<file path="config.mk">
export PLATFORM = sky130hd
export DESIGN_NAME = grain_v1_byte_stream_cipher_unit
export DESIGN_NICKNAME = d
export VERILOG_FILES = /design/src/rtl/core/gbsc_pkg.sv /design/src/rtl/core/gbsc_front.sv /design/src/rtl/core/gbsc_back.sv /design/src/rtl/core/grain_v1_byte_stream_cipher_unit.sv
export SDC_FILE = /design/constraint.sdc
export NUM_CORES = 1
export LEC_CHECK = 0
export CAP_MARGIN = 15
export CORE_ASPECT_RATIO = 0.6
export CORE_MARGIN = 1
export CORE_UTILIZATION = 64
export CTS_CLUSTER_DIAMETER = 200
export DETAILED_ROUTE_END_ITERATION = 8
export DONT_BUFFER_PORTS = 1
export PLACE_DENSITY = 0.8
export SYNTH_ARGS = -nofsm -noshare
export SYNTH_HDL_FRONTEND = slang
export SYNTH_SLANG_ARGS = --single-unit
</file>
<file path="constraint.sdc">
create_clock -name i_clk -period 2.96 [get_ports i_clk]
set_input_delay 0.148 -clock i_clk [delete_from_list [all_inputs] [get_ports i_clk]]
set_output_delay 0.148 -clock i_clk [all_outputs]
set_load 0.005 [all_outputs]
</file>
<file path="src/rtl/core/gbsc_pkg.sv">
// shared types, constants and the eight-bit-wide grain v1 update function
package gbsc_pkg;

    localparam int KEY_BITS    = 80;
    localparam int IV_BITS     = 64;
    localparam int INIT_ROUNDS = 160;
    localparam int BYTE_BITS   = 8;

    // initialization runs eight register clocks per cycle
    localparam int INIT_STEPS = INIT_ROUNDS / BYTE_BITS;
    localparam int ROUND_W    = $clog2(INIT_STEPS);

    // configuration register indexes
    localparam int CFG_IDX_W = 2;
    typedef enum logic [CFG_IDX_W-1:0] {
        CFG_KEY_LOW  = 2'd0,
        CFG_KEY_HIGH = 2'd1,
        CFG_IV_VALUE = 2'd2
    } t_cfg_index;

    // one queued transaction, tagged by whether it starts or ends a message stream
    typedef struct packed {
        logic [BYTE_BITS-1:0] data;
        logic                 restart;
        logic                 last;
    } t_job;

    // key and iv as the engine sees them
    typedef struct packed {
        logic [KEY_BITS-1:0] key;
        logic [IV_BITS-1:0]  iv;
    } t_cfg;

    // result of eight register clocks
    typedef struct packed {
        logic [KEY_BITS-1:0]  nfsr;
        logic [KEY_BITS-1:0]  lfsr;
        logic [BYTE_BITS-1:0] ks;
    } t_step8;

    // eight steps at once: every tap of step i sits at most seven places
    // above its single-step position and below 72, so all eight lanes read the
    // current state only; bit i of ks is the keystream bit of step i
    function automatic t_step8 grain_step8(
        input logic [KEY_BITS-1:0] b,
        input logic [KEY_BITS-1:0] s,
        input logic                init_mode
    );
        t_step8               res;
        logic [BYTE_BITS-1:0] z;
        logic [BYTE_BITS-1:0] nb;
        logic [BYTE_BITS-1:0] lb;
        logic                 x0, x1, x2, x3, x4;
        for (int i = 0; i < BYTE_BITS; i++) begin
            x0 = s[3+i];
            x1 = s[25+i];
            x2 = s[46+i];
            x3 = s[64+i];
            x4 = b[63+i];
            z[i] = b[1+i] ^ b[2+i] ^ b[4+i] ^ b[10+i] ^ b[31+i] ^ b[43+i] ^ b[56+i]
                 ^ x1 ^ x4 ^ (x0 & x3) ^ (x2 & x3) ^ (x3 & x4)
                 ^ (x0 & x1 & x2) ^ (x0 & x2 & x3) ^ (x0 & x2 & x4)
                 ^ (x1 & x2 & x4) ^ (x2 & x3 & x4);
            nb[i] = s[0+i] ^ b[62+i] ^ b[60+i] ^ b[52+i] ^ b[45+i] ^ b[37+i]
                  ^ b[33+i] ^ b[28+i] ^ b[21+i] ^ b[14+i] ^ b[9+i] ^ b[0+i]
                  ^ (b[63+i] & b[60+i]) ^ (b[37+i] & b[33+i]) ^ (b[15+i] & b[9+i])
                  ^ (b[60+i] & b[52+i] & b[45+i]) ^ (b[33+i] & b[28+i] & b[21+i])
                  ^ (b[63+i] & b[45+i] & b[28+i] & b[9+i])
                  ^ (b[60+i] & b[52+i] & b[37+i] & b[33+i])
                  ^ (b[63+i] & b[60+i] & b[21+i] & b[15+i])
                  ^ (b[63+i] & b[60+i] & b[52+i] & b[45+i] & b[37+i])
                  ^ (b[33+i] & b[28+i] & b[21+i] & b[15+i] & b[9+i])
                  ^ (b[52+i] & b[45+i] & b[37+i] & b[33+i] & b[28+i] & b[21+i]);
            lb[i] = s[0+i] ^ s[13+i] ^ s[23+i] ^ s[38+i] ^ s[51+i] ^ s[62+i];
            if (init_mode) begin
                nb[i] = nb[i] ^ z[i];
                lb[i] = lb[i] ^ z[i];
            end
        end
        // shift by eight, new bits enter at the top, first one lowest
        res.nfsr = {nb, b[KEY_BITS-1:BYTE_BITS]};
        res.lfsr = {lb, s[KEY_BITS-1:BYTE_BITS]};
        res.ks   = z;
        return res;
    endfunction

endpackage

</file>
<file path="src/rtl/core/gbsc_front.sv">
// input side: accepts transactions and queues them as jobs for the engine
module gbsc_front import gbsc_pkg::*; #(
    parameter int QUEUE_DEPTH = 2
) (
    input  logic                 i_clk,
    input  logic                 i_rst_n,
    input  logic                 i_in_valid,
    output logic                 o_in_stall,
    input  logic [BYTE_BITS-1:0] i_data_in,
    input  logic                 i_restart,
    input  logic                 i_in_last,
    output logic                 o_job_valid,
    output t_job                 o_job,
    input  logic                 i_job_pop
);

    localparam int PTR_W = (QUEUE_DEPTH > 1) ? $clog2(QUEUE_DEPTH) : 1;
    localparam int CNT_W = $clog2(QUEUE_DEPTH + 1);

    t_job             r_mem [QUEUE_DEPTH];
    logic [PTR_W-1:0] r_wr_ptr;
    logic [PTR_W-1:0] r_rd_ptr;
    logic [CNT_W-1:0] r_count;
    logic             full;
    logic             push;
    logic             pop;
    t_job             job_in;

    assign full       = (r_count == CNT_W'(QUEUE_DEPTH));
    assign push       = i_in_valid && !full;
    assign pop        = i_job_pop && (r_count != '0);
    assign o_in_stall = full;

    // tag the transaction with its kind on entry
    always_comb begin
        job_in.data    = i_data_in;
        job_in.restart = i_restart;
        job_in.last    = i_in_last;
    end

    // queue storage
    always_ff @(posedge i_clk) begin
        if (push) begin
            r_mem[r_wr_ptr] <= job_in;
        end
    end

    // pointers and fill count
    always_ff @(posedge i_clk) begin
        if (!i_rst_n) begin
            r_wr_ptr <= '0;
            r_rd_ptr <= '0;
            r_count  <= '0;
        end else begin
            if (push) begin
                r_wr_ptr <= (r_wr_ptr == PTR_W'(QUEUE_DEPTH - 1)) ? '0 : r_wr_ptr + 1'b1;
            end
            if (pop) begin
                r_rd_ptr <= (r_rd_ptr == PTR_W'(QUEUE_DEPTH - 1)) ? '0 : r_rd_ptr + 1'b1;
            end
            if (push && !pop) begin
                r_count <= r_count + 1'b1;
            end else if (pop && !push) begin
                r_count <= r_count - 1'b1;
            end
        end
    end

    assign o_job_valid = (r_count != '0);
    assign o_job       = r_mem[r_rd_ptr];

endmodule

</file>
<file path="src/rtl/core/gbsc_back.sv">
// cipher engine: reload, initialization run and one keystream byte per job
module gbsc_back import gbsc_pkg::*; (
    input  logic                 i_clk,
    input  logic                 i_rst_n,
    input  t_cfg                 i_cfg,
    input  logic                 i_job_valid,
    input  t_job                 i_job,
    output logic                 o_job_pop,
    output logic                 o_out_valid,
    input  logic                 i_out_stall,
    output logic [BYTE_BITS-1:0] o_data_out,
    output logic                 o_out_last
);

    typedef enum logic [1:0] {
        ST_IDLE,
        ST_INIT,
        ST_EMIT
    } t_state;

    localparam logic [ROUND_W-1:0] ROUND_LAST = ROUND_W'(INIT_STEPS - 1);

    t_state               r_state, n_state;
    logic [KEY_BITS-1:0]  r_nfsr, n_nfsr;
    logic [KEY_BITS-1:0]  r_lfsr, n_lfsr;
    logic [ROUND_W-1:0]   r_round, n_round;
    logic                 r_out_valid, n_out_valid;
    logic [BYTE_BITS-1:0] r_out_data, n_out_data;
    logic                 r_out_last, n_out_last;
    logic                 out_free;
    logic                 pop;
    t_step8               step;

    assign out_free = !r_out_valid || !i_out_stall;
    assign step     = grain_step8(r_nfsr, r_lfsr, r_state == ST_INIT);

    // next-state and datapath selection
    always_comb begin
        n_state     = r_state;
        n_nfsr      = r_nfsr;
        n_lfsr      = r_lfsr;
        n_round     = r_round;
        n_out_valid = r_out_valid && i_out_stall;
        n_out_data  = r_out_data;
        n_out_last  = r_out_last;
        pop         = 1'b0;
        unique case (r_state)
            ST_IDLE: begin
                if (i_job_valid) begin
                    if (i_job.restart) begin
                        n_nfsr  = i_cfg.key;
                        n_lfsr  = {{(KEY_BITS - IV_BITS){1'b1}}, i_cfg.iv};
                        n_round = '0;
                        n_state = ST_INIT;
                    end else if (out_free) begin
                        pop = 1'b1;
                    end
                end
            end
            ST_INIT: begin
                n_nfsr  = step.nfsr;
                n_lfsr  = step.lfsr;
                n_round = r_round + 1'b1;
                if (r_round == ROUND_LAST) begin
                    n_state = ST_EMIT;
                end
            end
            ST_EMIT: begin
                if (out_free) begin
                    pop     = 1'b1;
                    n_state = ST_IDLE;
                end
            end
            default: begin
                n_state = ST_IDLE;
            end
        endcase
        // keystream byte for the job at the head of the queue
        if (pop) begin
            n_nfsr      = step.nfsr;
            n_lfsr      = step.lfsr;
            n_out_valid = 1'b1;
            n_out_data  = i_job.data ^ step.ks;
            n_out_last  = i_job.last;
        end
    end

    // state, shift registers and output register
    always_ff @(posedge i_clk) begin
        if (!i_rst_n) begin
            r_state     <= ST_IDLE;
            r_nfsr      <= '0;
            r_lfsr      <= '0;
            r_round     <= '0;
            r_out_valid <= 1'b0;
        end else begin
            r_state     <= n_state;
            r_nfsr      <= n_nfsr;
            r_lfsr      <= n_lfsr;
            r_round     <= n_round;
            r_out_valid <= n_out_valid;
        end
        r_out_data <= n_out_data;
        r_out_last <= n_out_last;
    end

    assign o_job_pop   = pop;
    assign o_out_valid = r_out_valid;
    assign o_data_out  = r_out_data;
    assign o_out_last  = r_out_last;

endmodule

</file>
<file path="src/rtl/core/grain_v1_byte_stream_cipher_unit.sv">
// top level of the grain v1 byte stream cipher with its configuration registers
//
// Grain v1 with an 80-bit key and 64-bit IV; each byte is XORed with the next
// eight keystream bits, the first in the LSB, so encryption and decryption
// are the same transaction. Incoming bytes enter a QUEUE_DEPTH-entry queue and
// the engine behind it produces eight keystream bits per cycle, so plain
// bytes stream at one per cycle while the output is not stalled. A byte
// with restart set first reloads key and IV, then runs the 160-round
// initialization at eight rounds per cycle, then emits its own byte. A
// plain byte through an empty queue is registered in the queue and then in
// the output register. Key and IV writes take effect at the next restart;
// before any restart the keystream comes from the all-zero reset state.
// Index 3 on the configuration port is ignored.
module grain_v1_byte_stream_cipher_unit import gbsc_pkg::*; #(
    parameter int QUEUE_DEPTH = 2
) (
    input  logic                 i_clk,
    input  logic                 i_rst_n,
    // configuration write channel
    input  logic                 i_cfg_valid,
    output logic                 o_cfg_ready,
    input  logic [CFG_IDX_W-1:0] i_cfg_index,
    input  logic [63:0]          i_cfg_data,
    // input channel
    input  logic                 i_in_valid,
    output logic                 o_in_stall,
    input  logic [BYTE_BITS-1:0] i_data_in,
    input  logic                 i_restart,
    input  logic                 i_in_last,
    // output channel
    output logic                 o_out_valid,
    input  logic                 i_out_stall,
    output logic [BYTE_BITS-1:0] o_data_out,
    output logic                 o_out_last
);

    logic [63:0] r_key_low;
    logic [15:0] r_key_high;
    logic [63:0] r_iv_value;
    t_cfg        cfg;
    logic        job_valid;
    t_job        job;
    logic        job_pop;

    assign o_cfg_ready = 1'b1;

    // configuration register writes
    always_ff @(posedge i_clk) begin
        if (!i_rst_n) begin
            r_key_low  <= '0;
            r_key_high <= '0;
            r_iv_value <= '0;
        end else if (i_cfg_valid) begin
            unique case (i_cfg_index)
                CFG_KEY_LOW:  r_key_low  <= i_cfg_data;
                CFG_KEY_HIGH: r_key_high <= i_cfg_data[15:0];
                CFG_IV_VALUE: r_iv_value <= i_cfg_data;
                default:      ;
            endcase
        end
    end

    always_comb begin
        cfg.key = {r_key_high, r_key_low};
        cfg.iv  = r_iv_value;
    end

    gbsc_front #(
        .QUEUE_DEPTH (QUEUE_DEPTH)
    ) u_front (
        .i_clk       (i_clk),
        .i_rst_n     (i_rst_n),
        .i_in_valid  (i_in_valid),
        .o_in_stall  (o_in_stall),
        .i_data_in   (i_data_in),
        .i_restart   (i_restart),
        .i_in_last   (i_in_last),
        .o_job_valid (job_valid),
        .o_job       (job),
        .i_job_pop   (job_pop)
    );

    gbsc_back u_back (
        .i_clk       (i_clk),
        .i_rst_n     (i_rst_n),
        .i_cfg       (cfg),
        .i_job_valid (job_valid),
        .i_job       (job),
        .o_job_pop   (job_pop),
        .o_out_valid (o_out_valid),
        .i_out_stall (i_out_stall),
        .o_data_out  (o_data_out),
        .o_out_last  (o_out_last)
    );

endmodule

</file>
* Word-level counts from Yosys, hierarchy flattened
Memory sizes are Yosys's and may differ from the RTL's. A register that Yosys moved wholly into a read port is not among the register bits. Cells that the tools add are included.
Storage, ports and cells: output and inout bits 12, memory bits (writable) 20, logic and storage cells 740, memories 1, bits in registers 325, bits of input ports 81
Operators by class: eq/ne operators 12, add/subtract/negate cells 5, bitwise operators 641, multiplexer cells 45, reduce and logical (&&, ||, !) cells 23
Memory list:
- u_front.r_mem | depth 2, bits a word 10, read ports 1, clocked after Yosys merged registers in 1, wr ports 1, RTL line gbsc_front.sv:20 | t_job r_mem [QUEUE_DEPTH];
Operators by type and width (count):
- 2-to-1 mux 80 bit | 6
- XOR 1 bit | 360
- case mux 80 bit (2 select lines) | 2
- AND 1 bit | 280
- 2-to-1 mux 1 bit | 26
- 2-to-1 mux 2 bit | 6
- 2-to-1 mux 5 bit | 2
- case mux 5 bit (2 select lines) | 1
- XOR 8 bit | 1
- == test 2 bit (second input constant) | 3
- inequality test 2 bit (second input constant) | 3
- inequality test 3 bit (second input constant) | 2
- case mux 2 bit (3 select lines) | 1
- AND reduction 2 bit | 3
- AND reduction 3 bit | 2
- nonzero test 2 bit | 3
- adder 5 x 1 -> 5 bit (second input constant) | 1
- == test 5 bit (second input constant) | 1
- logical AND 1 bit | 5
- logical NOT 1 bit | 5
- == test 2 x 1 -> 1 bit (second input constant) | 2
- logical NOT 2 bit | 2
- AND reduction 4 bit | 1
- nonzero test 3 bit | 1
- other kinds (6) | 7

* Longest topological paths before layout
word-level depth 26, mapped depth 11, depth with buffers taken out 8

* Hierarchy
Synthesis repeated with hierarchy kept, for this count alone.
Second synthesis, totals: cell total of the unflattened synthesis 2043, area total of the unflattened synthesis 17884.7 sq um
Modules (own cells, without submodules):
- gbsc_back | cells each 1446, times used 1, area an instance 11447.2 sq um
- grain_v1_byte_stream_cipher_unit | cells each 540, times used 1, area an instance 5489.0 sq um
- gbsc_front | cells each 57, times used 1, area an instance 948.4 sq um

* Least setup slack after synthesis
OpenSTA, ideal clock, no wires.
path kind reg-to-reg, start register (tool-made name), end register u_front.r_count[1], required time 2884 ps, setup slack 478 ps, buffers on the path 1, stages on the path, launching flop included 9, clock period less this slack 2482 ps, arrival time 2407 ps, cells stage by stage dfxtp_1 buf_4 mux2i_1 a21oi_1 nor3_2 nand2_1 ha_1 or3_1 a21boi_0
RTL lines:
- end signal: assignment | RTL line gbsc_front.sv:62 | r_count <= r_count + 1'b1;
- end signal: assignment | RTL line gbsc_front.sv:64 | r_count <= r_count - 1'b1;
- end: declaration | RTL line gbsc_front.sv:23 | logic [CNT_W-1:0] r_count;

* Final worst setup path
start register u_back.r_out_valid (netlist: u_back.o_out_valid), end register u_back.r_nfsr[74]
On the way: longest elaborated chain between the ends 8, elaborated cells on any way between the ends 11, those cells by class 2 x eq/ne; 5 x mux; 4 x reduce/logical
RTL lines:
- start: declaration | RTL line gbsc_back.sv:27 | logic r_out_valid, n_out_valid;
- start signal: assignment | RTL line gbsc_back.sv:101 | r_out_valid <= n_out_valid;
- logical NOT 1 bit * | RTL line gbsc_back.sv:34 | assign out_free = !r_out_valid || !i_out_stall;
- logical OR 1 bit * | RTL line gbsc_back.sv:34
- 2-to-1 mux 1 bit * | RTL line gbsc_back.sv:55, gbsc_back.sv:69
- 2-to-1 mux 1 bit | RTL line gbsc_back.sv:50 | if (i_job.restart) begin
- 2-to-1 mux 1 bit | RTL line gbsc_back.sv:49 | if (i_job_valid) begin
- case mux 1 bit (2 select lines) * | RTL line gbsc_back.sv:47 | unique case (r_state)
- inequality test 3 bit (no line) / nonzero test 3 bit (equally long branches)
- AND reduction 3 bit (no line)
- end signal: assignment | RTL line gbsc_back.sv:98 | r_nfsr <= n_nfsr;
- end: declaration | RTL line gbsc_back.sv:24 | logic [KEY_BITS-1:0] r_nfsr, n_nfsr;
Every way passes the cells marked *; elsewhere a longest branch is shown, timed or not. A chain may end at the register's enable or synchronous reset.

==> out/results.tsv <==
metric	value	unit
outcome	complete, no violations	
crit_chain	and2_0 -> o21ai_0 -> o21a_4 -> nand2_1 -> o221ai_1 -> a21oi_1	
route.final.wire_length	59300	microns
h-tree-depth	1	
p_leak	7.32	nW
via_per_inst	6.37	
syn_nets	2213	
clock-sinks	346	
max_freq	376	MHz
ys_seq_area_frac	0.419	
drcViolationCount	0	
ant_nets	0	
fillers	1953	
comb_power_share	0.492	
cts_setup_buffers	0	
internal-power	13.1	mW
synth-edff-count	29	
wl_per_cell	23.7	microns
nets	2194	
drive_above_1_share	0.0590	
crit_path_end_kind	flop	
critical-path-max-stage-delay	0.62	ns
cts_resized	0	
power_switching	10.3	mW
dp_hpwl	40500	microns
ir_drop	0.000782	V
rsz0062_at_grt	no	
setup-tns-final	0	ns
netSwitchingFraction	0.439	
clk_latency	0.62	ns
core_area	26400	sq um
initial_utilization	0.652	
period_needed	2.66	ns
avgSynthCellArea	8.09	sq um
critPathSlowestCell	o21a_4	
cpLargestDelayFamily	compound AO/OA/AOI/OAI gates	
die_x	214	microns
ys_warn_count	0	
whs	0.0863	ns
grt.total_usage	0.427	
arrival	3.12	ns
area_growth	12.8	%
hp-class	primary input to flop	
netlist_area	17200	sq um
hold_viol	0	
ys.flop_type	dfxtp_1	
portBuffers	0	
grt_max_degree	164	
clkTransAtPathRegs	0.07	ns
cp_max_fo	37	
seqPwrFrac	0.318	
syn_inst	2130	
first_pass_iters	7	
root_buffer	clkbuf_16	
finalSetupViolCount	0	
worstMarginPinSlew	1.01	ns
worst-path-buf-inv	0	
final_cell_mix	623 x nand2_1, 317 x dfxtp_1, 180 x xnor2_1	
io_pins	93	
crit_type	flop to flop	
min_period_over_period	0.898	
p_clk_frac	0.190	
synth-seq-cells	346	
clockBufferDepth	3	
gp_congestion	1.07	
critPathRequiredTime	3.42	ns
antenna_found_initial	0	
final_common_cell	nand2_1	
overflow	0	
maxCapViolCount	0	
cp-start-kind	flop	
drt_iter0_markers	2621	
cts_made_buffers	31	
num_rows	46	
async_flop_share	0	
die_area	27600	sq um
vias	15922	
grt_pass1_wl	87900	microns
synth_cell_type_count	66	
cts_tree	done	
drv_slew	0	
die_y	129	microns
grt_pass1_vias	14439	
clock_skew	0.0433	ns
powerDensity	1200	nW/um^2
max_slew_margin	0.330	
==> path summary, 6_finish.rpt <==
path | start | to | slack, ns | cells past startpoint
worst max-delay path | u_back.o_out_valid$_SDFF_PN0_ | u_back.r_nfsr[74]$_SDFFE_PN0P_ | 0.30 | 6
worst min register to register | u_back.r_lfsr[73]$_SDFFE_PN0P_ | u_back.r_lfsr[73]$_SDFFE_PN0P_ | 0.46 | 2
worst min-delay path | i_rst_n | u_back.r_nfsr[27]$_SDFFE_PN0P_ | 0.09 | 2
worst max register to register | u_back.o_out_valid$_SDFF_PN0_ | u_back.r_nfsr[74]$_SDFFE_PN0P_ | 0.30 | 6
==> layout make-up <==
type	instances	area [sq um]	share of cell area
Multi-Input combinational cell	1577	9170	0.472
Sequential cell	346	7220	0.371
Timing Repair Buffer	143	1420	0.0730
Clock buffer	48	972	0.0500
Tap cell	360	450	0.0232
Clock inverter	10	143	0.00734
Inverter	12	47.5	0.00245
Antenna cell	4	10.0	0.000515
==> through the flow <==
step / instance area [sq um] / setup slack [ns] / cells / util / power, mW
floorplan: 17200 / 0.478 / 2130 / - / 15.1
finish: 19400 / 0.301 / 2500 / 0.735 / 23.4
global placement: 17400 / 0.370 / 2347 / 0.658 / 18.2
detailed placement: 17400 / 0.392 / 2347 / 0.658 / 18.4
CTS: 19400 / 0.381 / 2496 / 0.735 / 22.9
global route: 19400 / 0.235 / 2496 / 0.735 / 24.3
==> logic make-up (layout without fill, tap and decap cells) <==
kind of cell             count (synthesis)  count (layout)  synth area share
other                                    1               5          0.000218
AND/OR/NAND/NOR                        920             920             0.223
multiplexers                            23              23            0.0136
AO/OA/AOI/OAI                          407             407             0.173
adder cells (fa/ha/maj)                  3               3           0.00203
flip-flops                             346             346             0.419
XOR/XNOR                               223             223             0.119
buffers and inverters                  207             213            0.0508
==> sequential cells by signal, summed over array words and instances (netlist names), 2 cells and up, named ones only <==
signal,cells
u_back.r_lfsr,80
u_back.r_state,2
u_back.r_round,5
u_front.r_mem,20
u_back.o_data_out,8
r_key_high,16
u_back.r_nfsr,80
r_iv_value,64
r_key_low,64
u_front.r_count,2
==> metal layers <==
layer,GRT usage,part of all wire
met5,0,0
met3,0.138,0.16
met4,0.110,0.028
met1,0.628,0.41
met2,0.597,0.40
==> Yosys cell counts, drive strengths merged, types with 30 or more instances <==
library cell | instances | area [sq um]
xnor2 | 181 | 1590
nor2 | 104 | 393
o211a | 67 | 671
a21oi | 96 | 480
a311oi | 61 | 534
xor2 | 37 | 339
a21boi | 84 | 631
clkbuf | 137 | 514
dfxtp | 317 | 6350
nand3 | 108 | 546
buf | 58 | 315
nand2 | 623 | 2340
o21ai | 30 | 150
==> repair_timing <==
item | in CTS | in global routing
hold endpoints to repair | 263 | 0
endpoints found under the setup margin | 0 | 0
hold buffers | 91 | 0
==> power groups by stage <==
stage | logic [mW] | clock network (mW) | registers [mW]
2_1_floorplan | 8.76 | 0 | 6.32
3_3_place_gp | 10.8 | 0 | 7.36
3_5_place_dp | 11.0 | 0 | 7.39
4_1_cts | 11.2 | 4.39 | 7.29
5_1_grt | 12.3 | 4.61 | 7.47
6_report | 11.5 | 4.43 | 7.44
Note: power is estimated with default switching activity, not from simulation.
